[src/rtl/sbb_pkg.sv]
// sbb_pkg: shared types, constants and helpers for the stroke padded bounding box
// no dependencies; compiled first
`timescale 1ns / 1ps

package sbb_pkg;

    // coordinate width of every Q16.16 field
    localparam int COORD_BITS = 32;
    // headroom for point sums of up to three coordinates
    localparam int WIDE_BITS  = COORD_BITS + 3;
    localparam int CMD_BITS   = 3;

    typedef logic signed [COORD_BITS-1:0] coord_t;
    typedef logic signed [WIDE_BITS-1:0]  wide_t;

    // drawing command codes
    typedef enum logic [CMD_BITS-1:0] {
        CMD_LINE   = 3'd0,
        CMD_PATH   = 3'd1,
        CMD_RECT   = 3'd2,
        CMD_CIRCLE = 3'd3,
        CMD_IGNORE = 3'd4
    } cmd_code_t;

    // one command beat as held in the input register
    typedef struct packed {
        logic [CMD_BITS-1:0] command;
        coord_t              coord_x;
        coord_t              coord_y;
        coord_t              second_x;
        coord_t              second_y;
        coord_t              stroke_width;
        logic                last_command;
    } cmd_t;

    // axis-aligned box plus a flag that it holds at least one point
    typedef struct packed {
        logic   hit;
        coord_t min_x;
        coord_t min_y;
        coord_t max_x;
        coord_t max_y;
    } box_t;

    // sign-extend a coordinate to the wide sum width
    function automatic wide_t widen(input coord_t v);
        return wide_t'(v);
    endfunction

    function automatic coord_t min2(input coord_t a, input coord_t b);
        return (a < b) ? a : b;
    endfunction

    function automatic coord_t max2(input coord_t a, input coord_t b);
        return (a > b) ? a : b;
    endfunction

endpackage

[src/rtl/sbb_cmd_if.sv]
// sbb_cmd_if: valid/ready channel carrying one drawing command per beat
// depends on sbb_pkg
`timescale 1ns / 1ps

interface sbb_cmd_if;
    logic                              valid;
    logic                              ready;
    logic [sbb_pkg::CMD_BITS-1:0]      command;
    logic signed [sbb_pkg::COORD_BITS-1:0] coord_x;
    logic signed [sbb_pkg::COORD_BITS-1:0] coord_y;
    logic signed [sbb_pkg::COORD_BITS-1:0] second_x;
    logic signed [sbb_pkg::COORD_BITS-1:0] second_y;
    logic signed [sbb_pkg::COORD_BITS-1:0] stroke_width;
    logic                              last_command;

    modport source (
        output valid, command, coord_x, coord_y, second_x, second_y,
               stroke_width, last_command,
        input  ready
    );

    modport sink (
        input  valid, command, coord_x, coord_y, second_x, second_y,
               stroke_width, last_command,
        output ready
    );
endinterface

[src/rtl/sbb_box_if.sv]
// sbb_box_if: valid/ready channel carrying one bounding box result per beat
// depends on sbb_pkg
`timescale 1ns / 1ps

interface sbb_box_if;
    logic                              valid;
    logic                              ready;
    logic signed [sbb_pkg::COORD_BITS-1:0] box_min_x;
    logic signed [sbb_pkg::COORD_BITS-1:0] box_min_y;
    logic signed [sbb_pkg::COORD_BITS-1:0] box_max_x;
    logic signed [sbb_pkg::COORD_BITS-1:0] box_max_y;
    logic                              box_empty;

    modport source (
        output valid, box_min_x, box_min_y, box_max_x, box_max_y, box_empty,
        input  ready
    );

    modport sink (
        input  valid, box_min_x, box_min_y, box_max_x, box_max_y, box_empty,
        output ready
    );
endinterface

[src/rtl/stroke_padded_bounding_box.sv]
// stroke_padded_bounding_box: top level, running padded box of drawing commands
// depends on sbb_pkg, sbb_cmd_if, sbb_box_if, sbb_cmd_box
`timescale 1ns / 1ps

// Accepts one drawing command per cycle (line, path point, rectangle, circle;
// other codes add nothing) in signed Q16.16 and grows a running axis-aligned
// box, padded by half the stroke width and saturated to the coordinate range.
// A command beat is registered, then its points are merged into the running
// box in the next cycle, so the block sustains one command per clock while no
// last command is stalled. The command flagged last produces one result beat
// (the box, or zeros with box_empty set) and clears the running box; it moves
// from the input register straight into the output register. The result sits
// in that output register; commands that are not last keep flowing while it
// waits, and only a last command stalls until the output register is free.

module stroke_padded_bounding_box (
    input  logic      clk,
    input  logic      rst_n,
    sbb_cmd_if.sink   cmd,
    sbb_box_if.source box
);

    logic           stage_valid_reg, stage_valid_next;
    sbb_pkg::cmd_t  stage_reg, stage_next;
    sbb_pkg::box_t  run_reg, run_next;
    logic           out_valid_reg, out_valid_next;
    sbb_pkg::box_t  out_reg, out_next;

    sbb_pkg::box_t  cmd_box;
    sbb_pkg::box_t  merged;
    logic           out_free;
    logic           advance;
    logic           take;

    // points of the registered command
    sbb_cmd_box u_cmd_box (
        .cmd (stage_reg),
        .box (cmd_box)
    );

    // handshake: the staged beat moves on unless it is last and the result slot is busy
    assign out_free  = !out_valid_reg || box.ready;
    assign advance   = stage_valid_reg && (!stage_reg.last_command || out_free);
    assign cmd.ready = !stage_valid_reg || advance;
    assign take      = cmd.valid && cmd.ready;

    // merge command box into the running box
    always_comb
    begin
        merged = run_reg;
        if (cmd_box.hit)
        begin
            if (run_reg.hit)
            begin
                merged.min_x = sbb_pkg::min2(run_reg.min_x, cmd_box.min_x);
                merged.min_y = sbb_pkg::min2(run_reg.min_y, cmd_box.min_y);
                merged.max_x = sbb_pkg::max2(run_reg.max_x, cmd_box.max_x);
                merged.max_y = sbb_pkg::max2(run_reg.max_y, cmd_box.max_y);
            end
            else
            begin
                merged = cmd_box;
            end
        end
    end

    // input stage next state
    always_comb
    begin
        stage_valid_next = stage_valid_reg;
        stage_next       = stage_reg;
        if (take)
        begin
            stage_valid_next          = 1'b1;
            stage_next.command        = cmd.command;
            stage_next.coord_x        = cmd.coord_x;
            stage_next.coord_y        = cmd.coord_y;
            stage_next.second_x       = cmd.second_x;
            stage_next.second_y       = cmd.second_y;
            stage_next.stroke_width   = cmd.stroke_width;
            stage_next.last_command   = cmd.last_command;
        end
        else if (advance)
        begin
            stage_valid_next = 1'b0;
        end
    end

    // running box and result register next state
    always_comb
    begin
        run_next       = run_reg;
        out_valid_next = out_valid_reg;
        out_next       = out_reg;
        if (box.ready)
        begin
            out_valid_next = 1'b0;
        end
        if (advance)
        begin
            if (stage_reg.last_command)
            begin
                run_next       = '0;
                out_valid_next = 1'b1;
                out_next       = merged.hit ? merged : '0;
            end
            else
            begin
                run_next = merged;
            end
        end
    end

    // control registers
    always_ff @(posedge clk or negedge rst_n)
    begin
        if (!rst_n)
        begin
            stage_valid_reg <= 1'b0;
            out_valid_reg   <= 1'b0;
            run_reg         <= '0;
        end
        else
        begin
            stage_valid_reg <= stage_valid_next;
            out_valid_reg   <= out_valid_next;
            run_reg         <= run_next;
        end
    end

    // payload registers
    always_ff @(posedge clk)
    begin
        stage_reg <= stage_next;
        out_reg   <= out_next;
    end

    // result beat
    assign box.valid     = out_valid_reg;
    assign box.box_min_x = out_reg.min_x;
    assign box.box_min_y = out_reg.min_y;
    assign box.box_max_x = out_reg.max_x;
    assign box.box_max_y = out_reg.max_y;
    assign box.box_empty = !out_reg.hit;

endmodule

[src/rtl/sbb_cmd_box.sv]
// sbb_cmd_box: box of the points that one drawing command adds, saturated
// depends on sbb_pkg
`timescale 1ns / 1ps

module sbb_cmd_box (
    input  sbb_pkg::cmd_t cmd,
    output sbb_pkg::box_t box
);

    localparam sbb_pkg::wide_t COORD_HI =
        sbb_pkg::wide_t'((64'sd1 <<< (sbb_pkg::COORD_BITS - 1)) - 64'sd1);
    localparam sbb_pkg::wide_t COORD_LO = -COORD_HI - sbb_pkg::wide_t'(1);

    // clamp a wide point coordinate into the coordinate range
    function automatic sbb_pkg::coord_t clamp(input sbb_pkg::wide_t v);
        sbb_pkg::coord_t r;
        if (v > COORD_HI)
        begin
            r = COORD_HI[sbb_pkg::COORD_BITS-1:0];
        end
        else if (v < COORD_LO)
        begin
            r = COORD_LO[sbb_pkg::COORD_BITS-1:0];
        end
        else
        begin
            r = v[sbb_pkg::COORD_BITS-1:0];
        end
        return r;
    endfunction

    sbb_pkg::wide_t x, y, sx, sy, pad, pad_pos, rad;
    sbb_pkg::wide_t ax0, ax1, ax2, ax3;
    sbb_pkg::wide_t ay0, ay1, ay2, ay3;
    sbb_pkg::coord_t cx0, cx1, cx2, cx3;
    sbb_pkg::coord_t cy0, cy1, cy2, cy3;
    logic hit;

    // operands and padding (half width, rounded toward minus infinity)
    always_comb
    begin
        x       = sbb_pkg::widen(cmd.coord_x);
        y       = sbb_pkg::widen(cmd.coord_y);
        sx      = sbb_pkg::widen(cmd.second_x);
        sy      = sbb_pkg::widen(cmd.second_y);
        pad     = sbb_pkg::widen(cmd.stroke_width >>> 1);
        pad_pos = (pad > sbb_pkg::wide_t'(0)) ? pad : sbb_pkg::wide_t'(0);
        rad     = sx + pad;
    end

    // candidate extreme coordinates per command kind
    always_comb
    begin
        hit = 1'b1;
        ax0 = '0; ax1 = '0; ax2 = '0; ax3 = '0;
        ay0 = '0; ay1 = '0; ay2 = '0; ay3 = '0;
        case (cmd.command)
            sbb_pkg::CMD_LINE:
            begin
                ax0 = x - pad_pos;  ax1 = x + pad_pos;
                ax2 = sx - pad_pos; ax3 = sx + pad_pos;
                ay0 = y - pad_pos;  ay1 = y + pad_pos;
                ay2 = sy - pad_pos; ay3 = sy + pad_pos;
            end
            sbb_pkg::CMD_PATH:
            begin
                ax0 = x - pad_pos;  ax1 = x + pad_pos;
                ax2 = ax0;          ax3 = ax1;
                ay0 = y - pad_pos;  ay1 = y + pad_pos;
                ay2 = ay0;          ay3 = ay1;
            end
            sbb_pkg::CMD_RECT:
            begin
                ax0 = x - pad;      ax1 = x + sx + pad;
                ax2 = ax0;          ax3 = ax1;
                ay0 = y - pad;      ay1 = y + sy + pad;
                ay2 = ay0;          ay3 = ay1;
            end
            sbb_pkg::CMD_CIRCLE:
            begin
                ax0 = x - rad;      ax1 = x + rad;
                ax2 = ax0;          ax3 = ax1;
                ay0 = y - rad;      ay1 = y + rad;
                ay2 = ay0;          ay3 = ay1;
            end
            default:
            begin
                hit = 1'b0;
            end
        endcase
    end

    // saturate each candidate, then reduce to min and max per axis
    always_comb
    begin
        cx0 = clamp(ax0); cx1 = clamp(ax1); cx2 = clamp(ax2); cx3 = clamp(ax3);
        cy0 = clamp(ay0); cy1 = clamp(ay1); cy2 = clamp(ay2); cy3 = clamp(ay3);
        box.hit   = hit;
        box.min_x = sbb_pkg::min2(sbb_pkg::min2(cx0, cx1), sbb_pkg::min2(cx2, cx3));
        box.max_x = sbb_pkg::max2(sbb_pkg::max2(cx0, cx1), sbb_pkg::max2(cx2, cx3));
        box.min_y = sbb_pkg::min2(sbb_pkg::min2(cy0, cy1), sbb_pkg::min2(cy2, cy3));
        box.max_y = sbb_pkg::max2(sbb_pkg::max2(cy0, cy1), sbb_pkg::max2(cy2, cy3));
    end

endmodule
[src/flat_wrapper.sv]
// flat-port wrapper written by rule: the top's interface ports become plain ports
module stroke_padded_bounding_box_flat 
  (clk, rst_n, cmd_valid, cmd_command, cmd_coord_x, cmd_coord_y, cmd_second_x, cmd_second_y, cmd_stroke_width, cmd_last_command, cmd_ready, box_valid, box_box_min_x, box_box_min_y, box_box_max_x, box_box_max_y, box_box_empty, box_ready);
  sbb_cmd_if cmd_i ();
  sbb_box_if box_i ();
  input  logic clk;
  input  logic rst_n;
  input wire logic [$bits(cmd_i.valid)-1:0] cmd_valid;
  input wire logic [$bits(cmd_i.command)-1:0] cmd_command;
  input wire logic [$bits(cmd_i.coord_x)-1:0] cmd_coord_x;
  input wire logic [$bits(cmd_i.coord_y)-1:0] cmd_coord_y;
  input wire logic [$bits(cmd_i.second_x)-1:0] cmd_second_x;
  input wire logic [$bits(cmd_i.second_y)-1:0] cmd_second_y;
  input wire logic [$bits(cmd_i.stroke_width)-1:0] cmd_stroke_width;
  input wire logic [$bits(cmd_i.last_command)-1:0] cmd_last_command;
  output wire logic [$bits(cmd_i.ready)-1:0] cmd_ready;
  output wire logic [$bits(box_i.valid)-1:0] box_valid;
  output wire logic [$bits(box_i.box_min_x)-1:0] box_box_min_x;
  output wire logic [$bits(box_i.box_min_y)-1:0] box_box_min_y;
  output wire logic [$bits(box_i.box_max_x)-1:0] box_box_max_x;
  output wire logic [$bits(box_i.box_max_y)-1:0] box_box_max_y;
  output wire logic [$bits(box_i.box_empty)-1:0] box_box_empty;
  input wire logic [$bits(box_i.ready)-1:0] box_ready;
  assign cmd_i.valid = cmd_valid;
  assign cmd_i.command = cmd_command;
  assign cmd_i.coord_x = cmd_coord_x;
  assign cmd_i.coord_y = cmd_coord_y;
  assign cmd_i.second_x = cmd_second_x;
  assign cmd_i.second_y = cmd_second_y;
  assign cmd_i.stroke_width = cmd_stroke_width;
  assign cmd_i.last_command = cmd_last_command;
  assign cmd_ready = cmd_i.ready;
  assign box_valid = box_i.valid;
  assign box_box_min_x = box_i.box_min_x;
  assign box_box_min_y = box_i.box_min_y;
  assign box_box_max_x = box_i.box_max_x;
  assign box_box_max_y = box_i.box_max_y;
  assign box_box_empty = box_i.box_empty;
  assign box_i.ready = box_ready;
  stroke_padded_bounding_box u_core (.clk(clk), .rst_n(rst_n), .cmd(cmd_i), .box(box_i));
endmodule
[config.mk]
export PLATFORM = sky130hd
export DESIGN_NAME = stroke_padded_bounding_box_flat
export DESIGN_NICKNAME = d
export VERILOG_FILES = /design/src/rtl/sbb_pkg.sv /design/src/rtl/sbb_cmd_if.sv /design/src/rtl/sbb_box_if.sv /design/src/rtl/stroke_padded_bounding_box.sv /design/src/rtl/sbb_cmd_box.sv /design/src/flat_wrapper.sv
export SDC_FILE = /design/constraint.sdc
export NUM_CORES = 2
export LEC_CHECK = 0
export BUFFER_PORTS_ARGS = -buffer_cell sky130_fd_sc_hd__buf_2
export CORE_MARGIN = 3
export CORE_UTILIZATION = 30
export DETAILED_ROUTE_END_ITERATION = 8
export HOLD_SLACK_MARGIN = 0.15
export SLEW_MARGIN = 15
export SYNTH_ARGS = -nofsm -noshare
export SYNTH_HDL_FRONTEND = slang
export SYNTH_SLANG_ARGS = --single-unit
export TNS_END_PERCENT = 5
[constraint.sdc]
create_clock -name clk -period 19.5 [get_ports clk]
set_clock_uncertainty 0.1 [all_clocks]
set_input_delay 2.925 -clock clk [delete_from_list [all_inputs] [get_ports clk]]
set_output_delay 2.925 -clock clk [all_outputs]
set_load 0.05 [all_outputs]
==> results.yml <==
worst_setup_path:
  cp-start-kind: "flip-flop"
  criticalPathCategory: "flip-flop to flip-flop"
  cp_slowest_cell: "o21ai_0"
  arrival_ns: 18.96
  path_max_fanout: 23
  cp_common_cell: "o21ai_0"
  end_kind: "flip-flop"
  slowest_delay_ns: 0.89
  worst_ep_required_time_ns: 19.95
logic_synthesis:
  synthSimpleGateAreaFrac_pct: 14.94
  ys_async_sr_fraction_pct: 30.97
  synth_fa_ha_area_share_pct: 20.26
  muxShareOfSynthArea_pct: 4.667
  synth_compound_gate_area_share_pct: 28.41
  synth_cell_types: 107
  seq_area_frac_synth_pct: 18.39
  ys_warn_count: 0
  synth_seq_cells: 423
  ys.flop_type: "edfxtp_1"
  syn-cell-area_mm2: 0.06550
  synth_top_family_by_area: "compound AO/OA/AOI/OAI gates"
  synth_edf_count: 292
  syn_area_per_cell_um2: 7.898
  postSynthCellCount: 8293
  synthXorXnorAreaFrac_pct: 5.897
sta:
  post-route-period-util_pct: 94.92
  finalSetupViolations: 0
  slew_viol_final: 0
  rsz0062_at_grt: "no"
  fin_setup_tns_ns: 0
  hold_slack_ns: 0.4086
  fmax_mhz: 54.03
  post-route-min-period_ns: 18.51
  hold_viol: 0
  slew_headroom_pct: 4.961
  tightestPinTransition_ns: 1.390
global_routing:
  grt_pass1_wl_um: 477200
  grt_max_degree: 141
  grt_pass1_vias: 64420
  overflow: 0
  antenna_found_initial: 22
  grtUsageTotal_pct: 29.52
drt:
  drc: 0
  drt_iter0_markers: 6910
  dr.pass1.iters: 7
  antenna_left: 0
  wl_um: 343400
  viasPerCell: 5.860
  wl_per_cell_um: 29.96
  vias: 67180
die:
  dieArea_mm2: 0.2240
  ioPinCount: 299
  start_util_pct: 30.34
  core-area_mm2: 0.2159
  die-width_um: 473.2
  num_rows: 170
  die_h_um: 473.2
worst_hold_path:
  hp-class: "flip-flop to flip-flop"
pwr:
  p_leak_nw: 33.16
  p_int_mw: 5.794
  clockPowerShare_pct: 8.3
  sequentialPowerShare_pct: 11.6
  power.switching_mw: 6.551
  p_per_area_mw_per_mm2: 167.6
  p_comb_share_pct: 80.1
  p_sw_share_pct: 53.07
  peakVddDrop_mv: 0.1455
clock_network:
  cts_tree: "yes"
  clock_path_buffers: 3
  htree_levels: 2
  cts_sinks: 423
  clock_latency_ns: 0.77
  cts_buffers: 51
  cts.clk_slew.worst_paths_ns: 0.06
  root_buffer: "clkbuf_16"
final_layout:
  final_cell_mix: "ha_1, a21oi_1, o21ai_0"
  nets: 9753
  final_common_cell: "ha_1"
  syn_to_final_growth_pct: 12.47
  largest_reg_flops: 163
  drive_above_1_share_pct: 11.49
outcome:
  status: "complete, no violations"
place:
  gp_congestion: 1.049
  dp_hpwl_um: 290400
  io_buffers: 297
flow_run:
  cap_viol_max_count: 0
## layout make-up
type	count	area, µm²
clock buffers	59	1306
repair buffers	724	4986
multi-input cells	6744	48930
diodes	9	22.52
well taps	2838	3551
fillers	22820	142200
clock inverters	36	454.2
flip-flops and latches	423	12050
inverters	630	2365
## critical path: cells and delay by family, from the launching register on
family	cells	cell delay, ns
AOI/OAI and AO/OA	39	9.93
xor gates and xnor gates	1	0.66
adders and majority gates	5	1.96
DFF	1	0.65
and+or+nand+nor	17	2.88
muxes	1	0.31
buffers and inverters	9	1.75
## stage by stage
step                cells  cell area, µm²  util [%]  worst slack (ns)  total power [mW]
finish              11460           73660     34.12            0.9915             12.35
CTS                 11450           73590     34.09            0.8072             12.27
floorplan            8311           65560         -             4.084             7.281
detailed placement  11360           71830     33.27             1.006             11.17
global route        11450           73640     34.11          0.009372             13.30
global placement    11360           71820     33.27            0.8294             11.07
## final timing paths
path                       slack, ns  cells after the start                 endpoint           startpoint
setup / recovery                0.99                     72  u_core.box.box_max_y[5]  u_core.stage_reg[3]
hold / removal                  0.41                      2       u_core.run_reg[12]   u_core.run_reg[12]
setup reg to reg                0.99                     72  u_core.box.box_max_y[5]  u_core.stage_reg[3]
hold reg to reg                 0.41                      2       u_core.run_reg[12]   u_core.run_reg[12]
max in group asynchronous      15.56                      3       u_core.run_reg[26]                rst_n
min in group asynchronous       2.04                      1      u_core.run_reg[119]                rst_n
## power groups by stage
stage          Clock, mW  Combinational [mW]  Sequential (mW)
6_report            1.02                9.89             1.43
5_1_grt             1.10                10.8             1.45
4_1_cts             1.07                9.78             1.43
3_5_place_dp           0                9.72             1.44
3_3_place_gp           0                9.63             1.44
2_1_floorplan          0                5.90             1.38
## Yosys cell counts (112+ instances only)
library cell | instances | area [µm²]
inv_1 | 621 | 2331
clkbuf_1 | 309 | 1160
nand2_1 | 520 | 1952
nor2_1 | 619 | 2323
edfxtp_1 | 292 | 8768
nor2b_1 | 114 | 713.2
buf_4 | 129 | 968.4
o21bai_1 | 136 | 1021
a21oi_1 | 890 | 4454
mux2i_1 | 241 | 2412
dfrtp_1 | 131 | 3278
xnor2_1 | 350 | 3065
a21o_1 | 275 | 2064
o21a_1 | 112 | 840.8
o21ai_0 | 680 | 3403
nand2b_1 | 143 | 894.6
nand4_1 | 118 | 738.2
nor3_1 | 126 | 630.6
ha_1 | 930 | 11640
## kinds of logic after synthesis
group / count (synthesis)
buf+inv: 1144
other cells: 2
simple gates: 2039
flops: 423
fa+ha+maj: 1012
compound gates: 2934
mux: 298
xor+xnor: 441
## what timing repair did
item | 4_1_cts | 5_1_grt
setup endpoints to repair | 0 | 220
setup buffers | 0 | 0
hold buffers | 0 | 0
resized for setup | 0 | 12
## layer usage
metal / track usage, % / wire length (µm) / part of all wire (%)
met3: 4.855 / 27000 / 7.9
met2: 44.79 / 144900 / 42
met4: 12.08 / 16820 / 4.9
met1: 41.30 / 154700 / 45
met5: 0 / 0 / 0
(Power assumes the default switching activity.)
